File: config.mk
export PLATFORM = sky130hd
export DESIGN_NAME = sync_framed_packet_parser_flat
export DESIGN_NICKNAME = d
export VERILOG_FILES = /design/src/hw/rtl/fsp_pkg.sv /design/src/hw/rtl/fsp_if.sv /design/src/hw/rtl/sync_framed_packet_parser.sv /design/src/hw/rtl/fsp_front.sv /design/src/hw/rtl/fsp_queue.sv /design/src/hw/rtl/fsp_back.sv /design/src/flat_wrapper.sv
export SDC_FILE = /design/constraint.sdc
export NUM_CORES = 1
export LEC_CHECK = 0
export CORE_MARGIN = 4
export CORE_UTILIZATION = 40
export CTS_BUF_LIST = sky130_fd_sc_hd__clkbuf_8
export DETAILED_ROUTE_END_ITERATION = 6
export DONT_BUFFER_PORTS = 1
export GPL_TIMING_DRIVEN = 0
export PLACE_DENSITY_LB_ADDON = 0.15
export RECOVER_POWER = 100
export SLEW_MARGIN = 15
export SYNTH_ARGS = -nofsm -noshare
export SYNTH_HDL_FRONTEND = slang
export SYNTH_SLANG_ARGS = --single-unit
File: constraint.sdc
create_clock -name i_clk -period 3.57 [get_ports i_clk]
set_clock_uncertainty 0.1 [all_clocks]
set_input_delay 0.1785 -clock i_clk [delete_from_list [all_inputs] [get_ports i_clk]]
set_output_delay 0.1785 -clock i_clk [all_outputs]
set_load 0.02 [all_outputs]
File: src/hw/rtl/fsp_pkg.sv
// Shared constants and types for the sync-framed packet parser.
// No dependencies; every other file of the block but fsp_if imports this package.
`default_nettype none

package fsp_pkg;

    localparam int MAX_DATA_LEN = 32;
    localparam int ADDR_W       = $clog2(MAX_DATA_LEN);
    localparam int Q_DEPTH      = 2;
    localparam int BANK_W       = $clog2(Q_DEPTH);
    localparam int MEM_AW       = BANK_W + ADDR_W;

    localparam logic [7:0] SYNC_FIRST  = 8'hBC;
    localparam logic [7:0] SYNC_SECOND = 8'hCF;

    typedef struct packed {
        logic [7:0] frame_type;
        logic [5:0] payload_length;
    } t_desc;

    typedef struct packed {
        logic              en;
        logic [MEM_AW-1:0] addr;
        logic [7:0]        data;
    } t_wr;

    typedef struct packed {
        logic              full;
        logic              nonempty;
        logic [BANK_W-1:0] wr_ptr;
        logic [BANK_W-1:0] rd_ptr;
    } t_q_stat;

endpackage

`default_nettype wire

File: src/hw/rtl/fsp_if.sv
// Valid/ready channel interfaces for the received bytes and the parsed results.
// No dependencies beyond the language itself.
`default_nettype none

interface fsp_in_if;
    logic       valid;
    logic       ready;
    logic [7:0] rx_byte;

    modport source (output valid, output rx_byte, input ready);
    modport sink   (input valid, input rx_byte, output ready);
endinterface

interface fsp_out_if;
    logic       valid;
    logic       ready;
    logic [7:0] frame_type;
    logic [5:0] payload_length;
    logic [4:0] byte_position;
    logic [7:0] payload_byte;
    logic       has_payload;
    logic       last;

    modport source (output valid, output frame_type, output payload_length,
                    output byte_position, output payload_byte, output has_payload,
                    output last, input ready);
    modport sink   (input valid, input frame_type, input payload_length,
                    input byte_position, input payload_byte, input has_payload,
                    input last, output ready);
endinterface

`default_nettype wire

File: src/hw/rtl/sync_framed_packet_parser.sv
// Top level of the sync-framed packet parser with an 8-bit Fletcher check.
// Depends on fsp_pkg, fsp_if, fsp_front, fsp_queue and fsp_back.
//
//  Channel | Dir | Beat carries                                   | Handshake
//  i_rx    | in  | rx_byte                                        | valid/ready
//  o_res   | out | frame_type, payload_length, byte_position,     | valid/ready
//          |     | payload_byte, has_payload, last                |
//
// The front takes one byte per cycle while the header queue is not full. Payload
// goes to one of two banks of a 64-byte memory; a good frame queues its header
// for the back end. The back end emits one beat per cycle while a frame is
// queued and the output is ready: a registered memory read, then the output
// register. Input stalls only while both banks hold frames not yet fully read
// out. Reset is synchronous and active low; the memory is not cleared.
`default_nettype none

module sync_framed_packet_parser (
    input  wire logic i_clk,
    input  wire logic i_rst_n,
    fsp_in_if.sink    i_rx,
    fsp_out_if.source o_res
);
    import fsp_pkg::*;

    t_wr     wr;
    t_desc   push_desc;
    t_desc   head;
    t_q_stat q_stat;
    logic    push;
    logic    pop;

    fsp_front u_front (
        .i_clk    (i_clk),
        .i_rst_n  (i_rst_n),
        .i_rx     (i_rx),
        .i_q_stat (q_stat),
        .o_wr     (wr),
        .o_push   (push),
        .o_desc   (push_desc)
    );

    fsp_queue u_queue (
        .i_clk   (i_clk),
        .i_rst_n (i_rst_n),
        .i_push  (push),
        .i_desc  (push_desc),
        .i_pop   (pop),
        .o_head  (head),
        .o_stat  (q_stat)
    );

    fsp_back u_back (
        .i_clk    (i_clk),
        .i_rst_n  (i_rst_n),
        .i_wr     (wr),
        .i_head   (head),
        .i_q_stat (q_stat),
        .o_pop    (pop),
        .o_res    (o_res)
    );

endmodule

`default_nettype wire

File: src/hw/rtl/fsp_front.sv
// Front end: sync hunt, header capture, payload write and Fletcher check.
// Depends on fsp_pkg and fsp_in_if.
`default_nettype none

module fsp_front (
    input  wire logic            i_clk,
    input  wire logic            i_rst_n,
    fsp_in_if.sink               i_rx,
    input  wire fsp_pkg::t_q_stat i_q_stat,
    output fsp_pkg::t_wr         o_wr,
    output logic                 o_push,
    output fsp_pkg::t_desc       o_desc
);
    import fsp_pkg::*;

    localparam logic [2:0] PH_HUNT   = 3'd0;
    localparam logic [2:0] PH_TYPE   = 3'd1;
    localparam logic [2:0] PH_LENGTH = 3'd2;
    localparam logic [2:0] PH_DATA   = 3'd3;
    localparam logic [2:0] PH_CK_A   = 3'd4;
    localparam logic [2:0] PH_CK_B   = 3'd5;

    logic [2:0] r_phase, n_phase;
    logic       r_match, n_match;
    logic [5:0] r_fill, n_fill;
    logic [7:0] r_type, n_type;
    logic [5:0] r_len, n_len;
    logic [7:0] r_sum_a, n_sum_a;
    logic [7:0] r_sum_b, n_sum_b;
    logic       accept;
    logic [7:0] c;
    logic [7:0] add_a;
    logic [5:0] fill_inc;

    assign i_rx.ready = !i_q_stat.full;
    assign accept     = i_rx.valid && i_rx.ready;
    assign c          = i_rx.rx_byte;
    assign add_a      = r_sum_a + c;
    assign fill_inc   = r_fill + 6'd1;

    always_comb begin
        n_phase = r_phase;
        n_match = r_match;
        n_fill  = r_fill;
        n_type  = r_type;
        n_len   = r_len;
        n_sum_a = r_sum_a;
        n_sum_b = r_sum_b;
        o_push  = 1'b0;
        if (accept) begin
            case (r_phase)
                PH_TYPE: begin
                    n_type  = c;
                    n_sum_a = c;
                    n_sum_b = c;
                    n_phase = PH_LENGTH;
                end
                PH_LENGTH: begin
                    if (c > 8'(MAX_DATA_LEN)) begin
                        n_phase = PH_HUNT;
                        n_match = 1'b0;
                    end else begin
                        n_len   = c[5:0];
                        n_sum_a = add_a;
                        n_sum_b = r_sum_b + add_a;
                        n_fill  = 6'd0;
                        n_phase = (c != 8'd0) ? PH_DATA : PH_CK_A;
                    end
                end
                PH_DATA: begin
                    n_fill  = fill_inc;
                    n_sum_a = add_a;
                    n_sum_b = r_sum_b + add_a;
                    if (fill_inc >= r_len) begin
                        n_phase = PH_CK_A;
                    end
                end
                PH_CK_A: begin
                    if (c != r_sum_a) begin
                        n_phase = PH_HUNT;
                        n_match = 1'b0;
                    end else begin
                        n_phase = PH_CK_B;
                    end
                end
                PH_CK_B: begin
                    o_push  = (c == r_sum_b);
                    n_phase = PH_HUNT;
                    n_match = 1'b0;
                end
                default: begin
                    if (!r_match) begin
                        n_match = (c == SYNC_FIRST);
                    end else begin
                        n_match = 1'b0;
                        if (c == SYNC_SECOND) begin
                            n_phase = PH_TYPE;
                        end
                    end
                end
            endcase
        end
    end

    assign o_wr.en   = accept && (r_phase == PH_DATA);
    assign o_wr.addr = {i_q_stat.wr_ptr, r_fill[ADDR_W-1:0]};
    assign o_wr.data = c;

    assign o_desc.frame_type     = r_type;
    assign o_desc.payload_length = r_len;

    always_ff @(posedge i_clk) begin
        if (!i_rst_n) begin
            r_phase <= PH_HUNT;
            r_match <= 1'b0;
            r_fill  <= 6'd0;
            r_type  <= 8'd0;
            r_len   <= 6'd0;
            r_sum_a <= 8'd0;
            r_sum_b <= 8'd0;
        end else begin
            r_phase <= n_phase;
            r_match <= n_match;
            r_fill  <= n_fill;
            r_type  <= n_type;
            r_len   <= n_len;
            r_sum_a <= n_sum_a;
            r_sum_b <= n_sum_b;
        end
    end

endmodule

`default_nettype wire

File: src/hw/rtl/fsp_queue.sv
// Two-entry queue of accepted frame headers; the slot index names the payload bank.
// Depends on fsp_pkg.
`default_nettype none

module fsp_queue (
    input  wire logic            i_clk,
    input  wire logic            i_rst_n,
    input  wire logic            i_push,
    input  wire fsp_pkg::t_desc  i_desc,
    input  wire logic            i_pop,
    output fsp_pkg::t_desc       o_head,
    output fsp_pkg::t_q_stat     o_stat
);
    import fsp_pkg::*;

    t_desc             r_slot [Q_DEPTH];
    logic [BANK_W-1:0] r_wr_ptr;
    logic [BANK_W-1:0] r_rd_ptr;
    logic [BANK_W:0]   r_count;

    assign o_head          = r_slot[r_rd_ptr];
    assign o_stat.full     = (r_count == (BANK_W+1)'(Q_DEPTH));
    assign o_stat.nonempty = (r_count != '0);
    assign o_stat.wr_ptr   = r_wr_ptr;
    assign o_stat.rd_ptr   = r_rd_ptr;

    always_ff @(posedge i_clk) begin
        if (i_push) begin
            r_slot[r_wr_ptr] <= i_desc;
        end
    end

    always_ff @(posedge i_clk) begin
        if (!i_rst_n) begin
            r_wr_ptr <= '0;
            r_rd_ptr <= '0;
            r_count  <= '0;
        end else begin
            if (i_push) begin
                r_wr_ptr <= r_wr_ptr + BANK_W'(1);
            end
            if (i_pop) begin
                r_rd_ptr <= r_rd_ptr + BANK_W'(1);
            end
            case ({i_push, i_pop})
                2'b10:   r_count <= r_count + (BANK_W+1)'(1);
                2'b01:   r_count <= r_count - (BANK_W+1)'(1);
                default: r_count <= r_count;
            endcase
        end
    end

endmodule

`default_nettype wire

File: src/hw/rtl/fsp_back.sv
// Back end: payload memory, per-byte read sequencer and registered result output.
// Depends on fsp_pkg and fsp_out_if.
`default_nettype none

module fsp_back (
    input  wire logic             i_clk,
    input  wire logic             i_rst_n,
    input  wire fsp_pkg::t_wr     i_wr,
    input  wire fsp_pkg::t_desc   i_head,
    input  wire fsp_pkg::t_q_stat i_q_stat,
    output logic                  o_pop,
    fsp_out_if.source             o_res
);
    import fsp_pkg::*;

    logic [7:0] r_mem [2*MAX_DATA_LEN];
    logic [7:0] r_rdata;
    logic [5:0] r_pos;

    logic       r_s1_valid;
    logic [7:0] r_s1_type;
    logic [5:0] r_s1_len;
    logic [4:0] r_s1_pos;
    logic       r_s1_has;
    logic       r_s1_last;

    logic       r_s2_valid;
    logic [7:0] r_s2_type;
    logic [5:0] r_s2_len;
    logic [4:0] r_s2_pos;
    logic [7:0] r_s2_byte;
    logic       r_s2_has;
    logic       r_s2_last;

    logic       s1_move;
    logic       issue;
    logic       empty_frame;
    logic       item_last;

    assign s1_move     = r_s1_valid && (!r_s2_valid || o_res.ready);
    assign issue       = i_q_stat.nonempty && (!r_s1_valid || s1_move);
    assign empty_frame = (i_head.payload_length == 6'd0);
    assign item_last   = empty_frame || ((r_pos + 6'd1) == i_head.payload_length);
    assign o_pop       = issue && item_last;

    always_ff @(posedge i_clk) begin
        if (i_wr.en) begin
            r_mem[i_wr.addr] <= i_wr.data;
        end
        if (issue) begin
            r_rdata <= r_mem[{i_q_stat.rd_ptr, r_pos[ADDR_W-1:0]}];
        end
    end

    always_ff @(posedge i_clk) begin
        if (issue) begin
            r_s1_type <= i_head.frame_type;
            r_s1_len  <= i_head.payload_length;
            r_s1_pos  <= r_pos[4:0];
            r_s1_has  <= !empty_frame;
            r_s1_last <= item_last;
        end
        if (s1_move) begin
            r_s2_type <= r_s1_type;
            r_s2_len  <= r_s1_len;
            r_s2_pos  <= r_s1_pos;
            r_s2_byte <= r_s1_has ? r_rdata : 8'd0;
            r_s2_has  <= r_s1_has;
            r_s2_last <= r_s1_last;
        end
    end

    always_ff @(posedge i_clk) begin
        if (!i_rst_n) begin
            r_pos      <= 6'd0;
            r_s1_valid <= 1'b0;
            r_s2_valid <= 1'b0;
        end else begin
            if (issue) begin
                r_pos <= item_last ? 6'd0 : r_pos + 6'd1;
            end
            if (issue) begin
                r_s1_valid <= 1'b1;
            end else if (s1_move) begin
                r_s1_valid <= 1'b0;
            end
            if (s1_move) begin
                r_s2_valid <= 1'b1;
            end else if (o_res.ready) begin
                r_s2_valid <= 1'b0;
            end
        end
    end

    assign o_res.valid          = r_s2_valid;
    assign o_res.frame_type     = r_s2_type;
    assign o_res.payload_length = r_s2_len;
    assign o_res.byte_position  = r_s2_pos;
    assign o_res.payload_byte   = r_s2_byte;
    assign o_res.has_payload    = r_s2_has;
    assign o_res.last           = r_s2_last;

endmodule

`default_nettype wire

File: src/flat_wrapper.sv
// flat-port wrapper written by rule: the top's interface ports become plain ports
module sync_framed_packet_parser_flat import fsp_pkg::*;
  (i_clk, i_rst_n, i_rx_valid, i_rx_rx_byte, i_rx_ready, o_res_valid, o_res_frame_type, o_res_payload_length, o_res_byte_position, o_res_payload_byte, o_res_has_payload, o_res_last, o_res_ready);
  fsp_in_if i_rx_i ();
  fsp_out_if o_res_i ();
  input  wire logic i_clk;
  input  wire logic i_rst_n;
  input wire logic [$bits(i_rx_i.valid)-1:0] i_rx_valid;
  input wire logic [$bits(i_rx_i.rx_byte)-1:0] i_rx_rx_byte;
  output wire logic [$bits(i_rx_i.ready)-1:0] i_rx_ready;
  output wire logic [$bits(o_res_i.valid)-1:0] o_res_valid;
  output wire logic [$bits(o_res_i.frame_type)-1:0] o_res_frame_type;
  output wire logic [$bits(o_res_i.payload_length)-1:0] o_res_payload_length;
  output wire logic [$bits(o_res_i.byte_position)-1:0] o_res_byte_position;
  output wire logic [$bits(o_res_i.payload_byte)-1:0] o_res_payload_byte;
  output wire logic [$bits(o_res_i.has_payload)-1:0] o_res_has_payload;
  output wire logic [$bits(o_res_i.last)-1:0] o_res_last;
  input wire logic [$bits(o_res_i.ready)-1:0] o_res_ready;
  assign i_rx_i.valid = i_rx_valid;
  assign i_rx_i.rx_byte = i_rx_rx_byte;
  assign i_rx_ready = i_rx_i.ready;
  assign o_res_valid = o_res_i.valid;
  assign o_res_frame_type = o_res_i.frame_type;
  assign o_res_payload_length = o_res_i.payload_length;
  assign o_res_byte_position = o_res_i.byte_position;
  assign o_res_payload_byte = o_res_i.payload_byte;
  assign o_res_has_payload = o_res_i.has_payload;
  assign o_res_last = o_res_i.last;
  assign o_res_i.ready = o_res_ready;
  sync_framed_packet_parser u_core (.i_clk(i_clk), .i_rst_n(i_rst_n), .i_rx(i_rx_i), .o_res(o_res_i));
endmodule
==> results.yml <==
synth:
  synth_fa_ha_area_share_pct: 1.31
  async_flop_share_pct: 0
  synth.mux.area_fraction_pct: 15.6
  seq_area_frac_synth_pct: 73.2
  synth_compound_area_share_pct: 2.38
  mappedNetlistArea_um2: 26000
  synthCells: 1355
  synth-xor-area-share_pct: 1.23
  yosysUniqueCellTypes: 57
  syn_nets: 1393
  synth_top_family_by_area: "multiplexers"
  synth.avg_cell_area_um2: 19.2
  yosys_warnings: 0
  ys_seq_elements: 651
  yosys.area_share.simple_pct: 4.70
  yosys_most_used_dff: "edfxtp_1"
  synth-edff-count: 598
route:
  wl_met3_um: 3930
  post_drt_wl_per_cell_um: 26.3
  wl_met2_um: 30600
  top_layer: "met5"
  wirelength_um: 64100
  via_per_inst: 5.45
  wirelength_met1_um: 28200
  vias: 13261
  drt_iter0_markers: 1304
  antenna_left: 0
  post-route-drc-count: 0
  first_pass_iters: 5
worst_setup_path:
  worstSetupEndpointType: "register"
  cp-start-kind: "register"
  crit_family: "simple AND/OR/NAND/NOR gates"
  critPathKind: "register to register"
  worstPathMaxFanout: 8
  cp_common_cell: "nor2_1"
  crit_buf_inv: 0
  cp_data_arrival_time_ns: 3.89
  cp_slowest_cell: "nor2_1"
  critical_path.max_stage_delay_ns: 0.98
  path_cells: "nand2b_1 -> and3_1 -> nand2_1 -> nor2_1 -> nand3_1 -> nor2_1"
  crit_required_ns: 3.77
die:
  coreArea_um2: 64300
  initial_core_util_pct: 40.4
  die-area_um2: 69100
  die_h_um: 263
  die_x_um: 263
  io_pins: 43
  num_rows: 93
layout:
  final_common_cell: "edfxtp_1"
  drive_above_1_share_pct: 24.2
  syn_to_final_growth_pct: 13.5
  fillers: 5530
  layout_common_cells: "598 x edfxtp_1, 168 x mux4_2, 111 x clkbuf_8, 76 x nor2_1, 64 x inv_1"
  layout.nets: 1528
  final_core_util_pct: 45.8
  fin_area_um2: 29500
placement:
  gp_congestion: 0.745
  placed_area_um2: 27100
  port_buffers: 0
  hpwl_um: 39300
power:
  switchingPower_mw: 3.12
  p_per_area_nw_per_um2: 494
  total_power_mw: 14.6
  combPwrFrac_pct: 1.5
  ir_drop_v: 0.000225
  p_leak_nw: 9.35
  seq_power_share_pct: 56.9
  cell_internal_pwr_mw: 11.5
  sw_frac_of_total_pct: 21.4
  power_frac_clock_pct: 41.5
sta:
  relSlewSlack_pct: -8.15
  worst_slew_pin_slew_ns: 1.62
  slew_violations: 64
  fin_ws_ns: -0.126
  max_freq_mhz: 271
  rsz0062_at_grt: "yes"
  period_needed_ns: 3.70
  finalSetupViolCount: 89
  finalSetupTns_ns: -7.96
  hold_viol: 0
  min_period_over_period_pct: 104
global_routing:
  grt_use_total_pct: 18.4
  antenna_found_initial: 7
  grt_pass1_wl_um: 93000
  grt_start_max_net_pins: 73
  grt_overflow_total: 0
  grt_pass1_vias: 13324
outcome:
  status: "complete, but fails checks"
  violations: "max-capacitance violations, max-slew violations, negative setup slack"
worst_hold_path:
  hold_class: "input port to register"
clock_network:
  cts.sinks: 651
  ctsLongestPathBuffers: 3
  cts_root_buf: "clkbuf_8"
  cts_tree: "yes"
  cts_max_level: 3
  cts_buffers: 107
  clk_latency_ns: 0.70
  clk_pin_slew_ns: 0.06
job:
  maxCapViolCount: 2
==> power groups by stage <==
stage / clock (mW) / combinational, mW / sequential [mW]
6_report: 6.05 / 0.223 / 8.30
5_1_grt: 6.58 / 0.242 / 8.29
4_1_cts: 6.23 / 0.228 / 8.30
3_5_place_dp: 0 / 0.0684 / 8.46
3_3_place_gp: 0 / 0.0682 / 8.46
2_1_floorplan: 0 / 0.0495 / 8.46
==> flip-flops by register name (all words and copies together), names as in the netlist, 2 cells and up, named ones only <==
signal,count
u_core.u_front.r_sum_a,8
u_core.u_back.o_res.frame_type,8
u_core.u_front.r_phase,3
u_core.u_back.r_mem,512
u_core.u_back.r_s1_type,8
u_core.u_back.r_rdata,8
u_core.u_back.o_res.payload_length,6
u_core.u_front.r_type,8
u_core.u_front.r_fill,6
u_core.u_back.o_res.byte_position,5
u_core.u_queue.r_slot,28
u_core.u_front.r_sum_b,8
u_core.u_back.r_pos,6
u_core.u_queue.r_count,2
u_core.u_front.r_len,6
u_core.u_back.r_s1_pos,5
u_core.u_back.r_s1_len,6
u_core.u_back.o_res.payload_byte,8
==> what timing repair did <==
item,CTS,global route
gates resized for setup,13,43
setup endpoints to repair,265,419
endpoints found under the hold margin,580,0
setup buffers,0,6
hold buffers,19,0
==> path summary, 6_finish.rpt <==
kind | from | end | slack, ns | depth (start not counted)
max | u_core.u_queue.r_count[0] | u_core.u_back.r_mem[29][3] | -0.13 | 6
min | i_rx_rx_byte[0] | u_core.u_queue.r_wr_ptr | 0.06 | 6
max reg2reg | u_core.u_queue.r_count[0] | u_core.u_back.r_mem[29][3] | -0.13 | 6
min reg2reg | u_core.u_back.r_s1_len[1] | u_core.u_back.o_res.payload_length[1] | 0.32 | 0
==> cell families after synthesis <==
kind of cell,after synthesis
compound gates,96
xor+xnor,35
fa+ha+maj,26
buf+inv,95
flops,651
mux,193
simple gates,259
==> layer usage <==
| metal | track usage, % | up-vias |
|---|---|---|
| li1 | - | 5779 |
| met1 | 25.7 | 6977 |
| met2 | 28.8 | 421 |
| met3 | 4.35 | 82 |
| met4 | 5.88 | 2 |
| met5 | 0 | - |
==> synthesized netlist by cell type (4+ instances only) <==
| master | n | area share (%) |
|---|---|---|
| or4_1 | 5 | 0.14 |
| a21oi_1 | 38 | 0.73 |
| or3_1 | 8 | 0.19 |
| mux2i_1 | 14 | 0.54 |
| and3_1 | 5 | 0.12 |
| nand2b_1 | 4 | 0.096 |
| a211oi_1 | 15 | 0.43 |
| nand4_1 | 8 | 0.19 |
| nand2_1 | 36 | 0.52 |
| ha_1 | 24 | 1.2 |
| inv_1 | 19 | 0.27 |
| buf_4 | 7 | 0.20 |
| xnor2_1 | 21 | 0.71 |
| o21ai_0 | 12 | 0.23 |
| o211ai_1 | 4 | 0.12 |
| o21bai_1 | 4 | 0.12 |
| xor2_1 | 13 | 0.44 |
| nand3_1 | 32 | 0.62 |
| buf_1 | 9 | 0.13 |
| mux2_2 | 10 | 0.43 |
| dfxtp_1 | 53 | 4.1 |
| nor2b_1 | 9 | 0.22 |
| mux4_2 | 168 | 15 |
| buf_2 | 15 | 0.29 |
| edfxtp_1 | 598 | 69 |
| and2_1 | 16 | 0.39 |
| nor2_1 | 110 | 1.6 |
| clkbuf_1 | 43 | 0.62 |
| nor3_1 | 15 | 0.29 |
==> tightest hold or removal path, delay by kind of cell <==
kind	cells	cell delay, ns
and+or+nand+nor	4	0.47
xor gates and xnor gates	2	0.17
==> layout make-up <==
| type | count | area (um^2) | share of cell area, % |
|---|---|---|---|
| timing repair buffer | 26 | 360 | 1.22 |
| clock inverter | 85 | 453 | 1.54 |
| inverter | 20 | 75.1 | 0.255 |
| sequential | 651 | 19000 | 64.5 |
| tap | 855 | 1070 | 3.63 |
| buffer | 75 | 339 | 1.15 |
| antenna | 3 | 7.51 | 0.0255 |
| clock buffer | 111 | 1530 | 5.18 |
| multi-input combinational | 609 | 6640 | 22.5 |
==> stage by stage <==
stage,std cells,setup slack (ns),hold WS (ns)
finish,2435,-0.126,0.0621
CTS,2426,-0.160,0.00277
floorplan,1355,0.678,0.177
detailed placement,2211,-0.425,0.191
global route,2434,-0.292,0.0722
global placement,2210,-0.415,0.186
No activity file was read; power rests on OpenSTA's default activity.
